===== config.mk =====
export PLATFORM = sky130hd
export DESIGN_NAME = one_wire_bus_master_flat
export DESIGN_NICKNAME = d
export VERILOG_FILES = /design/src/rtl/owm_pkg.sv /design/src/rtl/owm_req_if.sv /design/src/rtl/owm_rsp_if.sv /design/src/rtl/one_wire_bus_master.sv /design/src/rtl/owm_timing_regs.sv /design/src/flat_wrapper.sv
export SDC_FILE = /design/constraint.sdc
export NUM_CORES = 1
export LEC_CHECK = 0
export BUFFER_PORTS_ARGS = -buffer_cell sky130_fd_sc_hd__buf_2
export CAP_MARGIN = 40
export CORE_ASPECT_RATIO = 0.8
export CORE_MARGIN = 2
export CORE_UTILIZATION = 56
export CTS_BUF_LIST = sky130_fd_sc_hd__clkbuf_2
export DETAILED_ROUTE_END_ITERATION = 7
export HOLD_SLACK_MARGIN = 0.02
export PLACE_DENSITY_LB_ADDON = 0.12
export RECOVER_POWER = 100
export SYNTH_ARGS = -nofsm -noshare
export SYNTH_HDL_FRONTEND = slang
export SYNTH_SLANG_ARGS = --single-unit

===== constraint.sdc =====
create_clock -name clock -period 3.95 [get_ports clock]
set_clock_uncertainty 0.05 [all_clocks]
set_input_delay 0 -clock clock [delete_from_list [all_inputs] [get_ports clock]]
set_output_delay 0 -clock clock [all_outputs]
set_load 0.005 [all_outputs]

===== src/rtl/owm_pkg.sv =====
// Shared types, register indexes, commands and reset defaults for the one-wire bus master.
package owm_pkg;

   localparam int REG_W               = 10;
   localparam int NUM_REGS            = 8;
   localparam int REG_INDEX_W         = 3;
   localparam int DEFAULT_COUNT_WIDTH = 10;

   typedef enum logic [REG_INDEX_W-1:0] {
      REG_RESET_LOW,
      REG_PRES_WAIT,
      REG_RESET_REC,
      REG_SHORT_LOW,
      REG_WRITE_SLOT,
      REG_WRITE_REC,
      REG_READ_SLOT,
      REG_READ_TAIL
   } reg_index_type;

   typedef enum logic [1:0] {
      CMD_TICK,
      CMD_RESET,
      CMD_WRITE,
      CMD_READ
   } cmd_type;

   localparam logic [REG_W-1:0] REG_DEFAULTS [NUM_REGS] = '{
      10'd800, 10'd60, 10'd800, 10'd1, 10'd80, 10'd5, 10'd60, 10'd50
   };

endpackage


===== src/rtl/owm_req_if.sv =====
// Request channel: one beat per tick or command.
interface owm_req_if;
   logic       valid;
   logic       ready;
   logic [1:0] cmd;
   logic [7:0] data_byte;
   logic       line_in;

   modport source (output valid, cmd, data_byte, line_in, input ready);
   modport sink   (input valid, cmd, data_byte, line_in, output ready);
endinterface


===== src/rtl/owm_rsp_if.sv =====
// Response channel: one beat per accepted request beat.
interface owm_rsp_if;
   logic       valid;
   logic       ready;
   logic       drive_low;
   logic       busy_res;
   logic       done_res;
   logic [7:0] read_data;
   logic       reset_level;

   modport source (output valid, drive_low, busy_res, done_res, read_data, reset_level,
                   input ready);
   modport sink   (input valid, drive_low, busy_res, done_res, read_data, reset_level,
                   output ready);
endinterface


===== src/rtl/one_wire_bus_master.sv =====
// One-wire bus master top level: phase sequencer, bit counters and response register.
//
// Usage: each request beat is one microsecond tick. A beat carries cmd (tick, reset,
// write byte, read byte), data_byte for a write and line_in, the bus level sampled on
// that tick. Commands are taken only while idle; a command given while busy is ignored
// and the beat counts as an ordinary tick.
// Every request beat yields exactly one response beat: drive_low for the open-drain
// pad, busy_res, done_res on the beat that ends a sequence, read_data (last byte
// read, LSB first) and reset_level (presence sample, low when a device answered).
// The sequencer updates on the accepting edge and the response register shows the result
// on the next cycle. Throughput is one beat per cycle while the receiver keeps up; the
// figure is set by the single response register, which is refilled in the cycle it
// drains. When the receiver stalls, the response holds and req ready drops until it
// is taken, so the phase counter stops with it (timing is counted in beats).
// The user must write timing registers on the csr port only while idle (not enforced);
// each phase lasts its register value plus one beats, clamped to the counter width.
// Reset (synchronous, active high) returns to idle, clears counters and bytes, sets
// the presence level high, restores register defaults and empties the response.
module one_wire_bus_master
   import owm_pkg::*;
#(
   parameter int COUNT_WIDTH = DEFAULT_COUNT_WIDTH
) (
   input  logic                   clock,
   input  logic                   reset,
   owm_req_if.sink                req_bus,
   owm_rsp_if.source              rsp_bus,
   input  logic                   csr_write_en,
   input  logic [REG_INDEX_W-1:0] csr_index,
   input  logic [REG_W-1:0]       csr_write_data
);

   typedef enum logic [3:0] {
      PH_IDLE,
      PH_RST_LOW,
      PH_RST_WAIT,
      PH_RST_REC,
      PH_W_LOW,
      PH_W_REL,
      PH_R_LOW,
      PH_R_REL,
      PH_R_TAIL
   } phase_type;

   logic [COUNT_WIDTH-1:0] limit [NUM_REGS];

   phase_type              phase_ff, phase_in;
   logic [COUNT_WIDTH-1:0] tick_count_ff, tick_count_in;
   logic [2:0]             bit_index_ff, bit_index_in;
   logic [7:0]             tx_shift_ff, tx_shift_in;
   logic [7:0]             rx_byte_ff, rx_byte_in;
   logic                   presence_ff, presence_in;
   logic                   done_in;

   logic                   rsp_valid_ff;
   logic                   drive_low_ff, busy_ff, done_ff;

   logic                   req_beat;
   logic [COUNT_WIDTH-1:0] phase_lim;
   logic                   tx_one;

   owm_timing_regs #(
      .COUNT_WIDTH (COUNT_WIDTH)
   ) u_timing_regs (
      .clock          (clock),
      .reset          (reset),
      .csr_write_en   (csr_write_en),
      .csr_index      (csr_index),
      .csr_write_data (csr_write_data),
      .limit          (limit)
   );

   // response register drains and refills in the same cycle
   assign req_bus.ready = !rsp_valid_ff || rsp_bus.ready;
   assign req_beat      = req_bus.valid && req_bus.ready;

   assign tx_one = tx_shift_ff[0];

   // limit of the phase in effect; write timing follows the current bit
   always_comb begin
      unique case (phase_ff)
         PH_RST_LOW:  phase_lim = limit[REG_RESET_LOW];
         PH_RST_WAIT: phase_lim = limit[REG_PRES_WAIT];
         PH_RST_REC:  phase_lim = limit[REG_RESET_REC];
         PH_W_LOW:    phase_lim = tx_one ? limit[REG_SHORT_LOW] : limit[REG_WRITE_SLOT];
         PH_W_REL:    phase_lim = tx_one ? limit[REG_WRITE_SLOT] : limit[REG_WRITE_REC];
         PH_R_LOW:    phase_lim = limit[REG_SHORT_LOW];
         PH_R_REL:    phase_lim = limit[REG_READ_SLOT];
         default:     phase_lim = limit[REG_READ_TAIL];
      endcase
   end

   // next state for one beat
   always_comb begin
      phase_in      = phase_ff;
      tick_count_in = tick_count_ff;
      bit_index_in  = bit_index_ff;
      tx_shift_in   = tx_shift_ff;
      rx_byte_in    = rx_byte_ff;
      presence_in   = presence_ff;
      done_in       = 1'b0;

      if (phase_ff == PH_IDLE || phase_ff > PH_R_TAIL) begin
         phase_in      = PH_IDLE;
         tick_count_in = '0;
         unique case (cmd_type'(req_bus.cmd))
            CMD_RESET: begin
               phase_in = PH_RST_LOW;
            end
            CMD_WRITE: begin
               tx_shift_in  = req_bus.data_byte;
               bit_index_in = '0;
               phase_in     = PH_W_LOW;
            end
            CMD_READ: begin
               rx_byte_in   = '0;
               bit_index_in = '0;
               phase_in     = PH_R_LOW;
            end
            default: begin
               phase_in = PH_IDLE;
            end
         endcase
      end else begin
         // first tick after release: sample the read bit
         if (phase_ff == PH_R_REL && tick_count_ff == '0) begin
            rx_byte_in = rx_byte_ff | (8'(req_bus.line_in) << bit_index_ff);
         end
         if (tick_count_ff < phase_lim) begin
            tick_count_in = tick_count_ff + 1'b1;
         end else begin
            tick_count_in = '0;
            unique case (phase_ff)
               PH_RST_LOW: begin
                  phase_in = PH_RST_WAIT;
               end
               PH_RST_WAIT: begin
                  presence_in = req_bus.line_in;
                  phase_in    = PH_RST_REC;
               end
               PH_W_LOW: begin
                  phase_in = PH_W_REL;
               end
               PH_W_REL: begin
                  tx_shift_in = tx_shift_ff >> 1;
                  if (bit_index_ff == 3'd7) begin
                     bit_index_in = '0;
                     phase_in     = PH_IDLE;
                     done_in      = 1'b1;
                  end else begin
                     bit_index_in = bit_index_ff + 3'd1;
                     phase_in     = PH_W_LOW;
                  end
               end
               PH_R_LOW: begin
                  phase_in = PH_R_REL;
               end
               PH_R_REL: begin
                  if (bit_index_ff == 3'd7) begin
                     bit_index_in = '0;
                     phase_in     = PH_R_TAIL;
                  end else begin
                     bit_index_in = bit_index_ff + 3'd1;
                     phase_in     = PH_R_LOW;
                  end
               end
               default: begin
                  // reset recovery and read tail both finish the sequence
                  phase_in = PH_IDLE;
                  done_in  = 1'b1;
               end
            endcase
         end
      end
   end

   always_ff @(posedge clock) begin
      if (reset) begin
         phase_ff      <= PH_IDLE;
         tick_count_ff <= '0;
         bit_index_ff  <= '0;
         tx_shift_ff   <= '0;
         rx_byte_ff    <= '0;
         presence_ff   <= 1'b1;
         rsp_valid_ff  <= 1'b0;
         drive_low_ff  <= 1'b0;
         busy_ff       <= 1'b0;
         done_ff       <= 1'b0;
      end else begin
         if (req_beat) begin
            phase_ff      <= phase_in;
            tick_count_ff <= tick_count_in;
            bit_index_ff  <= bit_index_in;
            tx_shift_ff   <= tx_shift_in;
            rx_byte_ff    <= rx_byte_in;
            presence_ff   <= presence_in;
            drive_low_ff  <= (phase_in == PH_RST_LOW) || (phase_in == PH_W_LOW) ||
                             (phase_in == PH_R_LOW);
            busy_ff       <= (phase_in != PH_IDLE);
            done_ff       <= done_in;
            rsp_valid_ff  <= 1'b1;
         end else if (rsp_bus.ready) begin
            rsp_valid_ff  <= 1'b0;
         end
      end
   end

   // read_data and reset_level mirror the state, which only moves with a beat
   assign rsp_bus.valid       = rsp_valid_ff;
   assign rsp_bus.drive_low   = drive_low_ff;
   assign rsp_bus.busy_res    = busy_ff;
   assign rsp_bus.done_res    = done_ff;
   assign rsp_bus.read_data   = rx_byte_ff;
   assign rsp_bus.reset_level = presence_ff;

`ifndef SYNTH
   // a finished sequence is never reported as still running
   assert property (@(posedge clock) disable iff (reset)
      rsp_valid_ff && done_ff |-> !busy_ff && !drive_low_ff)
      else $error("done beat shows a running sequence");

   // idle always holds a cleared counter and bit index
   assert property (@(posedge clock) disable iff (reset)
      phase_ff == PH_IDLE |-> tick_count_ff == '0 && bit_index_ff == '0)
      else $error("idle with stale counters");

   // the sequencer only moves on an accepted beat
   assert property (@(posedge clock) disable iff (reset)
      !req_beat |=> $stable(phase_ff) && $stable(tick_count_ff))
      else $error("sequencer moved without a beat");
`endif

endmodule


===== src/rtl/owm_timing_regs.sv =====
// Timing register file with limits saturated to the counter width.
module owm_timing_regs
   import owm_pkg::*;
#(
   parameter int COUNT_WIDTH = DEFAULT_COUNT_WIDTH
) (
   input  logic                   clock,
   input  logic                   reset,
   input  logic                   csr_write_en,
   input  logic [REG_INDEX_W-1:0] csr_index,
   input  logic [REG_W-1:0]       csr_write_data,
   output logic [COUNT_WIDTH-1:0] limit [NUM_REGS]
);

   localparam int EXT_W = (COUNT_WIDTH > REG_W) ? COUNT_WIDTH : REG_W;
   localparam logic [EXT_W-1:0] COUNT_MAX_EXT =
      EXT_W'((33'd1 << COUNT_WIDTH) - 33'd1);

   logic [REG_W-1:0] regs_ff [NUM_REGS];

   always_ff @(posedge clock) begin
      if (reset) begin
         for (int i = 0; i < NUM_REGS; i++) begin
            regs_ff[i] <= REG_DEFAULTS[i];
         end
      end else if (csr_write_en) begin
         regs_ff[csr_index] <= csr_write_data;
      end
   end

   // clamp each limit to the largest count the counter holds
   always_comb begin
      for (int i = 0; i < NUM_REGS; i++) begin
         if (EXT_W'(regs_ff[i]) > COUNT_MAX_EXT) begin
            limit[i] = COUNT_MAX_EXT[COUNT_WIDTH-1:0];
         end else begin
            limit[i] = COUNT_WIDTH'(EXT_W'(regs_ff[i]));
         end
      end
   end

endmodule

===== src/flat_wrapper.sv =====
// flat-port wrapper written by rule: the top's interface ports become plain ports
module one_wire_bus_master_flat import owm_pkg::*;
#(
   parameter int COUNT_WIDTH = DEFAULT_COUNT_WIDTH
)
  (clock, reset, csr_write_en, csr_index, csr_write_data, req_bus_valid, req_bus_cmd, req_bus_data_byte, req_bus_line_in, req_bus_ready, rsp_bus_valid, rsp_bus_drive_low, rsp_bus_busy_res, rsp_bus_done_res, rsp_bus_read_data, rsp_bus_reset_level, rsp_bus_ready);
  owm_req_if req_bus_i ();
  owm_rsp_if rsp_bus_i ();
  input  logic clock;
  input  logic reset;
  input  logic csr_write_en;
  input  logic [REG_INDEX_W-1:0] csr_index;
  input  logic [REG_W-1:0] csr_write_data;
  input wire logic [$bits(req_bus_i.valid)-1:0] req_bus_valid;
  input wire logic [$bits(req_bus_i.cmd)-1:0] req_bus_cmd;
  input wire logic [$bits(req_bus_i.data_byte)-1:0] req_bus_data_byte;
  input wire logic [$bits(req_bus_i.line_in)-1:0] req_bus_line_in;
  output wire logic [$bits(req_bus_i.ready)-1:0] req_bus_ready;
  output wire logic [$bits(rsp_bus_i.valid)-1:0] rsp_bus_valid;
  output wire logic [$bits(rsp_bus_i.drive_low)-1:0] rsp_bus_drive_low;
  output wire logic [$bits(rsp_bus_i.busy_res)-1:0] rsp_bus_busy_res;
  output wire logic [$bits(rsp_bus_i.done_res)-1:0] rsp_bus_done_res;
  output wire logic [$bits(rsp_bus_i.read_data)-1:0] rsp_bus_read_data;
  output wire logic [$bits(rsp_bus_i.reset_level)-1:0] rsp_bus_reset_level;
  input wire logic [$bits(rsp_bus_i.ready)-1:0] rsp_bus_ready;
  assign req_bus_i.valid = req_bus_valid;
  assign req_bus_i.cmd = req_bus_cmd;
  assign req_bus_i.data_byte = req_bus_data_byte;
  assign req_bus_i.line_in = req_bus_line_in;
  assign req_bus_ready = req_bus_i.ready;
  assign rsp_bus_valid = rsp_bus_i.valid;
  assign rsp_bus_drive_low = rsp_bus_i.drive_low;
  assign rsp_bus_busy_res = rsp_bus_i.busy_res;
  assign rsp_bus_done_res = rsp_bus_i.done_res;
  assign rsp_bus_read_data = rsp_bus_i.read_data;
  assign rsp_bus_reset_level = rsp_bus_i.reset_level;
  assign rsp_bus_i.ready = rsp_bus_ready;
  one_wire_bus_master #(.COUNT_WIDTH(COUNT_WIDTH)) u_core (.clock(clock), .reset(reset), .req_bus(req_bus_i), .rsp_bus(rsp_bus_i), .csr_write_en(csr_write_en), .csr_index(csr_index), .csr_write_data(csr_write_data));
endmodule

==> flow_metrics.py, run 1 <==
metrics = {
    "setup_path": {
        "worstPathRequired_ns": 4.51,
        "worst-endpoint-arrival_ns": 4.49,
        "worstSetupStartpointType": "flop",
        "cp-end-kind": "flop",
        "worst-path-max-fanout": 7,
        "slowest_stage": "or3_4",
        "slowest_delay_ns": 0.47,
        "crit_chain": "buf_4, and3_2, buf_4, a22oi_1, o211ai_1, a221oi_2, ha_1, and2_4, a221o_1, a21o_4, or3_4, o311ai_4, and2_4, a31o_1",
        "critPathKind": "reg2reg",
    },
    "power": {
        "sw_frac_of_total_pct": 29.13,
        "comb_power_share_pct": 17.8,
        "power_density_nw_per_um2": 395.2,
        "p_leak_nw": 2.614,
        "peakVddDrop_v": 0.0003476,
        "seqPwrFrac_pct": 50.0,
        "switching_power_mw": 0.8349,
        "p_clk_share_pct": 32.2,
        "power.internal_mw": 2.031,
    },
    "synth": {
        "syn-cell-area_um2": 5779,
        "post_synth.cell_area_avg_um2": 11.09,
        "synth.top_cell.area_share_pct": 41.57,
        "synthCells": 521,
        "synth-edff-count": 80,
        "synthTopCellsByArea": "edfxtp_1 42%, dfxtp_1 13%, and2_1 6.7%",
        "ys_ff_latch": 118,
        "yosysTopAreaCell": "edfxtp_1",
        "synth_warnings": 0,
        "ys_seq_area_share_pct": 54.73,
        "synth.distinct_cells": 62,
        "syn-num-nets": 563,
        "synthArstFlopShare_pct": 0,
        "synthFlopType": "edfxtp_1",
    },
    "finish": {
        "final_nets": 680,
        "utilization_pct": 71.40,
        "register_area_um2": 3178,
        "final_cell_area_um2": 7252,
        "multiInputGateArea_um2": 2693,
        "drive_above_1_share_pct": 24.12,
        "syn2layout_area_growth_pct": 25.48,
        "diodes": 0,
        "fill_cells": 751,
    },
    "floorplanning": {
        "start_util_pct": 56.90,
        "fp.dieW_um": 117.6,
        "fp.coreArea_um2": 10160,
        "num_rows": 33,
        "die_h_um": 94.87,
        "dieArea_um2": 11150,
        "num_io_pins": 43,
    },
    "clocking": {
        "htreeDepth": 4,
        "clk-insertion-delay-late_ns": 0.69,
        "clk_path_buf_depth": 2,
        "path_clk_slew_ns": 0.23,
        "cts.sinks": 118,
        "cts_root_buf": "clkbuf_2",
        "cts_tree": "yes",
        "cts_made_buffers": 17,
    },
    "sta": {
        "rsz0062_at_grt": "yes",
        "slew_violations": 0,
        "hold_viol": 0,
        "worst_slack_ns": 0.01985,
        "max_freq_mhz": 254.4,
        "finalSetupTns_ns": 0,
        "worst_pin_slew_ns": 0.9020,
        "fin_crit_sh_pct": 99.50,
        "min_period_ns": 3.930,
        "relSlewSlack_pct": 39.87,
        "setup_violations": 0,
    },
    "drt": {
        "first_pass_iters": 5,
        "post_drt_wl_per_cell_um": 19.91,
        "vias": 4770,
        "dr.first_iter.drc_count": 630,
        "drc": 0,
        "viasPerCell": 6.030,
        "wl_um": 15750,
        "ant_nets": 0,
    },
    "placed_design": {
        "pre_cts_slack_ns": -0.2229,
        "port_buffers": 42,
        "gp_congestion": 0.8903,
        "hpwl_um": 10510,
        "placed_area_um2": 6271,
    },
    "hold_path": {
        "hp-class": "in2reg",
    },
    "run_status": {
        "status": "completed",
    },
    "global_routing": {
        "grt_pass1_wl_um": 23180,
        "grt_pass1_vias": 4229,
        "grt_overflow": 0,
        "antenna_found_initial": 0,
        "grt_usage_pct": 27.65,
        "grt_max_degree": 36,
    },
    "flow_run": {
        "maxCapViolations": 0,
    },
}
-- kinds of logic (layout without fill, tap and decap cells) --
kind of cell / Yosys count / count (layout) / share of synthesized area [%]
AO/OA/AOI/OAI: 97 / 97 / 13.12
multiplexers: 16 / 16 / 2.836
XOR/XNOR: 10 / 10 / 1.515
AND/OR/NAND/NOR: 238 / 239 / 22.82
flip-flops: 118 / 118 / 54.73
buffers and inverters: 29 / 158 / 2.165
adder cells (fa/ha/maj): 13 / 13 / 2.815
-- repair_timing --
| item | 4_1_cts | 5_1_grt |
|---|---|---|
| setup buffers | 0 | 15 |
| cloned | 0 | 1 |
| pin swaps | 1 | 24 |
| endpoints found under the setup margin | 23 | 24 |
| hold buffers | 38 | 0 |
| endpoints found under the hold margin | 120 | 0 |
| resized for setup | 12 | 35 |
-- synthesized netlist by cell type, drive strengths merged (3+ instances only) --
library cell / number
a21o: 3
nand2: 36
or2: 10
xor2: 6
a211oi: 5
and3: 5
buf: 5
a22oi: 9
a222oi: 10
inv: 6
nor2: 48
edfxtp: 80
a221oi: 8
or3: 16
nand3b: 3
xnor2: 4
o21ai: 6
mux2: 3
nand3: 7
and2: 62
a21oi: 21
nand2b: 16
nor3: 12
o211ai: 9
and4: 3
ha: 13
a311oi: 7
dfxtp: 38
mux2i: 13
a31oi: 5
nand4: 5
nor2b: 5
clkbuf: 18
-- sequential cells by signal, summed over array words and instances (netlist names) --
| name | cells |
|---|---|
| u_core.phase_ff | 4 |
| u_core.rsp_bus.done_res | 1 |
| u_core.rsp_bus.drive_low | 1 |
| u_core.u_timing_regs.regs_ff | 80 |
| u_core.rsp_bus.reset_level | 1 |
| u_core.rsp_bus.busy_res | 1 |
| u_core.tick_count_ff | 10 |
| u_core.rsp_bus.valid | 1 |
| u_core.rsp_bus.read_data | 8 |
| u_core.tx_shift_ff | 8 |
| u_core.bit_index_ff | 3 |
-- stage by stage --
stage	hold WS, ns	std cells	power (mW)
after floorplan	0.07947	521	1.701
after global placement	0.2017	706	1.846
after detailed placement	0.2125	707	1.859
after CTS	0.02181	777	2.795
after global routing	0.03157	791	2.956
final	0.03728	791	2.866
-- final cells by class --
class	instances	area share (%)
clock buffer	18	1.242
inverter	6	0.3106
timing repair buffer	120	12.34
tap	140	2.415
clock inverter	14	2.743
sequential	118	43.82
multi-input combinational	375	37.13
-- routing by layer --
metal,vias up,wire length (um),global-route usage (%)
met5,-,0,0
met4,0,251,7.831
met3,27,1698,7.850
met2,271,6798,38.74
met1,2278,7002,41.70
li1,2194,-,-
-- final timing paths --
| path | slack [ns] | start | cells past startpoint | endpoint |
|---|---|---|---|---|
| setup / recovery | 0.02 | u_core.phase_ff[1] | 14 | u_core.rsp_bus.drive_low |
| hold / removal | 0.04 | req_bus_data_byte[3] | 4 | u_core.tx_shift_ff[3] |
| hold reg to reg | 0.42 | u_core.tx_shift_ff[2] | 2 | u_core.tx_shift_ff[1] |
| setup reg to reg | 0.02 | u_core.phase_ff[1] | 14 | u_core.rsp_bus.drive_low |
-- critical path: cells and delay by family, from the launching register on --
kind / cells / cell delay, ns
AOI/OAI and AO/OA: 7 / 1.66
buffers and inverters: 2 / 0.35
DFF: 1 / 0.42
and+or+nand+nor: 4 / 1.10
adders and majority gates: 1 / 0.29
-- layout by cell type, fill, tap and decap left out, types with 5 or more instances in the layout --
master / synthesis / layout
a222oi_1: 10 / 10
a22oi_1: 9 / 7
nand4_1: 5 / 5
a311oi_1: 7 / 7
edfxtp_1: 80 / 80
nand3_1: 7 / 7
or3_1: 15 / 15
and2_1: 62 / 60
inv_1: 6 / 6
a221oi_1: 8 / 5
xor2_1: 6 / 6
nand2_1: 36 / 36
buf_4: 2 / 36
or2_2: 10 / 9
ha_1: 13 / 13
a31oi_1: 5 / 5
o21ai_0: 5 / 5
dfxtp_1: 38 / 34
nor3_1: 11 / 7
dlygate4sd3_1: 0 / 38
nor2b_1: 5 / 5
clkbuf_2: 0 / 18
buf_2: 1 / 33
nor2_1: 48 / 47
a21oi_1: 20 / 19
clkbuf_1: 18 / 9
mux2i_1: 13 / 12
nand2b_1: 16 / 15
o211ai_1: 9 / 9
-- power groups by stage --
stage	sequential [mW]	clock (mW)	combinational, mW
floorplan	1.43	0	0.270
global placement	1.45	0	0.394
detailed placement	1.45	0	0.404
CTS	1.43	0.923	0.442
global route	1.44	0.970	0.548
finish	1.43	0.922	0.511
Power figures use the tool's default switching activity.
==> inputs of run 2 (changes only) <==
- CORE_ASPECT_RATIO: 0.8 -> 2
- CORE_UTILIZATION: 56 -> 57
- GPL_ROUTABILITY_DRIVEN: unset -> 0
- SYNTH_HIERARCHICAL: unset -> 1
==> flow_metrics.py, run 2 <==
metrics = {
    "setup_path": {
        "worst-endpoint-arrival_ns": 4.39,
        "worstSetupStartpointType": "flop",
        "slowest_delay_ns": 0.39,
        "worst-path-max-fanout": 7,
        "crit_chain": "buf_4, and2b_1, and2_1, buf_4, a222oi_1, nand2_1, a221oi_2, ha_1, and4_1, a221oi_2, buf_4, o2111ai_2, a2bb2oi_1, a211o_1, a211oi_2",
        "crit_top_cell": "buf_4",
        "ff2ff_setup_slack_ns": 0.14,
        "critPathBufInv": 3,
        "slowest_stage": "dfxtp_2",
        "critPathKind": "reg2reg",
        "worstPathRequired_ns": 4.52,
        "critPathTopFamily": "compound AO/OA/AOI/OAI gates",
        "cp-end-kind": "flop",
    },
    "global_routing": {
        "grt_pass1_vias": 4919,
        "grt_max_degree": 38,
        "grt_pass1_wl_um": 26790,
        "antenna_found_initial": 1,
        "grt_usage_pct": 30.64,
        "grt_overflow": 0,
    },
    "drt": {
        "first_pass_iters": 7,
        "wl_um": 17870,
        "viasPerCell": 6.283,
        "dr.first_iter.drc_count": 394,
        "vias": 4989,
        "post_drt_wl_per_cell_um": 22.50,
        "drc": 0,
        "ant_nets": 0,
    },
    "finish": {
        "largest_register": "u_core/u_timing_regs/regs_ff",
        "mostFrequentLayoutCells": "80 x edfxtp_1, 50 x nor2_1, 44 x and3_1",
        "reg_top3": "u_core/u_timing_regs/regs_ff (80), u_core/tick_count_ff (10)",
        "drive_above_1_share_pct": 16.08,
        "largest_reg_flops": 80,
        "final_nets": 685,
        "final_cell_area_um2": 6914,
        "utilization_pct": 63.96,
        "syn2layout_area_growth_pct": 10.81,
        "final_common_cell": "edfxtp_1",
    },
    "power": {
        "power_density_nw_per_um2": 380.8,
        "p_leak_nw": 2.641,
        "peakVddDrop_v": 0.0002166,
    },
    "sta": {
        "setup_violations": 0,
        "worst_slack_ns": 0.1364,
        "fin_crit_sh_pct": 96.55,
        "worst_pin_slew_ns": 0.8647,
        "hold_viol": 0,
        "max_freq_mhz": 262.2,
        "rsz0062_at_grt": "no",
        "relSlewSlack_pct": 42.36,
        "slew_violations": 0,
        "min_period_ns": 3.814,
        "finalSetupTns_ns": 0,
    },
    "synth": {
        "synth.top_cell.area_share_pct": 38.50,
        "synthCells": 638,
        "synth-edff-count": 80,
        "ys_ff_latch": 118,
        "synth_warnings": 6,
        "syn-num-nets": 680,
        "synth_most_common_cell": "clkbuf_1",
        "ys_seq_area_share_pct": 50.69,
        "synth_top_cells_by_count": "106 x clkbuf_1, 80 x edfxtp_1, 52 x nor2_1",
        "yosysTopAreaCell": "edfxtp_1",
        "syn-cell-area_um2": 6240,
        "post_synth.cell_area_avg_um2": 9.780,
        "synth.distinct_cells": 65,
        "synthArstFlopShare_pct": 0,
        "synthTopCellsByArea": "edfxtp_1 39%, dfxtp_1 12%, clkbuf_1 6.4%",
        "synthFlopType": "edfxtp_1",
    },
    "clocking": {
        "cts.sinks": 118,
        "path_clk_slew_ns": 0.19,
        "clk_path_buf_depth": 2,
        "htreeDepth": 4,
        "cts_tree": "yes",
        "cts_made_buffers": 17,
        "clk-insertion-delay-late_ns": 0.68,
        "postCtsSetupBuffers": 0,
        "cts_root_buf": "clkbuf_2",
    },
    "floorplanning": {
        "num_io_pins": 43,
        "start_util_pct": 57.72,
        "fp.coreArea_um2": 10810,
        "fp.dieW_um": 77.98,
        "dieArea_um2": 11850,
        "die_h_um": 152.0,
        "num_rows": 54,
    },
    "hold_path": {
        "hp-class": "in2reg",
    },
    "placed_design": {
        "placed_area_um2": 6372,
        "port_buffers": 42,
        "hpwl_um": 12830,
        "pre_cts_slack_ns": 0.1419,
    },
    "flow_run": {
        "maxCapViolations": 0,
    },
    "run_status": {
        "status": "completed",
    },
}
run 2: changes by cell type in the layout (fill, tap and decap cells not counted), moves of 6 or more:
cell / previous run / this run
buf_4: 36 / 23
or3_1: 15 / 22
and3_1: 4 / 44
o21ai_0: 5 / 19
o22ai_1: 0 / 6
or2_2: 9 / 1
a21oi_1: 19 / 37
clkbuf_1: 9 / 16
and2_1: 60 / 6
nand2b_1: 15 / 7
o211ai_1: 9 / 0
run 2: what timing repair did:
| action | 4_1_cts | 5_1_grt |
|---|---|---|
| endpoints found under the setup margin | 0 | 21 |
| endpoints found under the hold margin | 121 | 0 |
| hold buffers | 33 | 0 |
| gates resized for setup | 0 | 15 |
run 2: where the power goes:
part	internal, mW	switching (mW)	leakage (nW)	total (mW)
Clock	0.274	0.453	0.122	0.727
Combinational	0.176	0.298	1.43	0.474
Sequential	1.39	0.0438	1.09	1.43
run 2: path summary, 6_finish.rpt:
check | from | endpoint | depth (start not counted)
worst min register to register | u_core/rsp_bus.done_res | u_core/rsp_bus.done_res | 2
worst max register to register | u_core/phase_ff[0] | u_core/rsp_bus.drive_low | 15
worst min-delay path | req_bus_data_byte[7] | u_core/tx_shift_ff[7] | 4
worst max-delay path | u_core/phase_ff[0] | u_core/rsp_bus.drive_low | 15
run 2: logic make-up after synthesis:
| kind of cell | count (synthesis) | share of synthesized area (%) |
|---|---|---|
| AND/OR/NAND/NOR | 226 | 19.41 |
| XOR/XNOR | 9 | 1.263 |
| AO/OA/AOI/OAI | 130 | 15.18 |
| flip-flops | 118 | 50.69 |
| multiplexers | 18 | 2.948 |
| buffers and inverters | 124 | 7.900 |
| adder cells (fa/ha/maj) | 13 | 2.607 |
run 2: final cells by class:
cell class,count,area (um^2)
fill,926,3896
sequential,118,3167
multi-input combinational,396,2623
timing repair buffer,103,718.2
tap,140,175.2
clock inverter,11,112.6
clock buffer,18,90.09
inverter,7,26.28
antenna,1,2.502
run 2: routing by layer:
layer	GRT usage (%)	part of all wire (%)
met3	5.523	5.6
met4	23.81	8.4
met1	30.26	33
met2	54.64	53
met5	0	0
run 2: stage by stage:
stage	hold slack (ns)	power, mW	cells
floorplan	0.07412	1.747	638
global route	0.1014	2.727	794
global placement	0.1934	1.874	727
CTS	0.04334	2.624	793
finish	0.07895	2.633	794
detailed placement	0.2042	1.889	731
run 2: worst reg2reg max path, stage by stage (launching register included):
cell and delay [ns]:
dfxtp_2 0.39, buf_4 0.17, and2b_1 0.17, and2_1 0.22
buf_4 0.19, a222oi_1 0.32, nand2_1 0.13, a221oi_2 0.22
ha_1 0.30, and4_1 0.21, a221oi_2 0.26, buf_4 0.18
o2111ai_2 0.18, a2bb2oi_1 0.23, a211o_1 0.37, a211oi_2 0.17
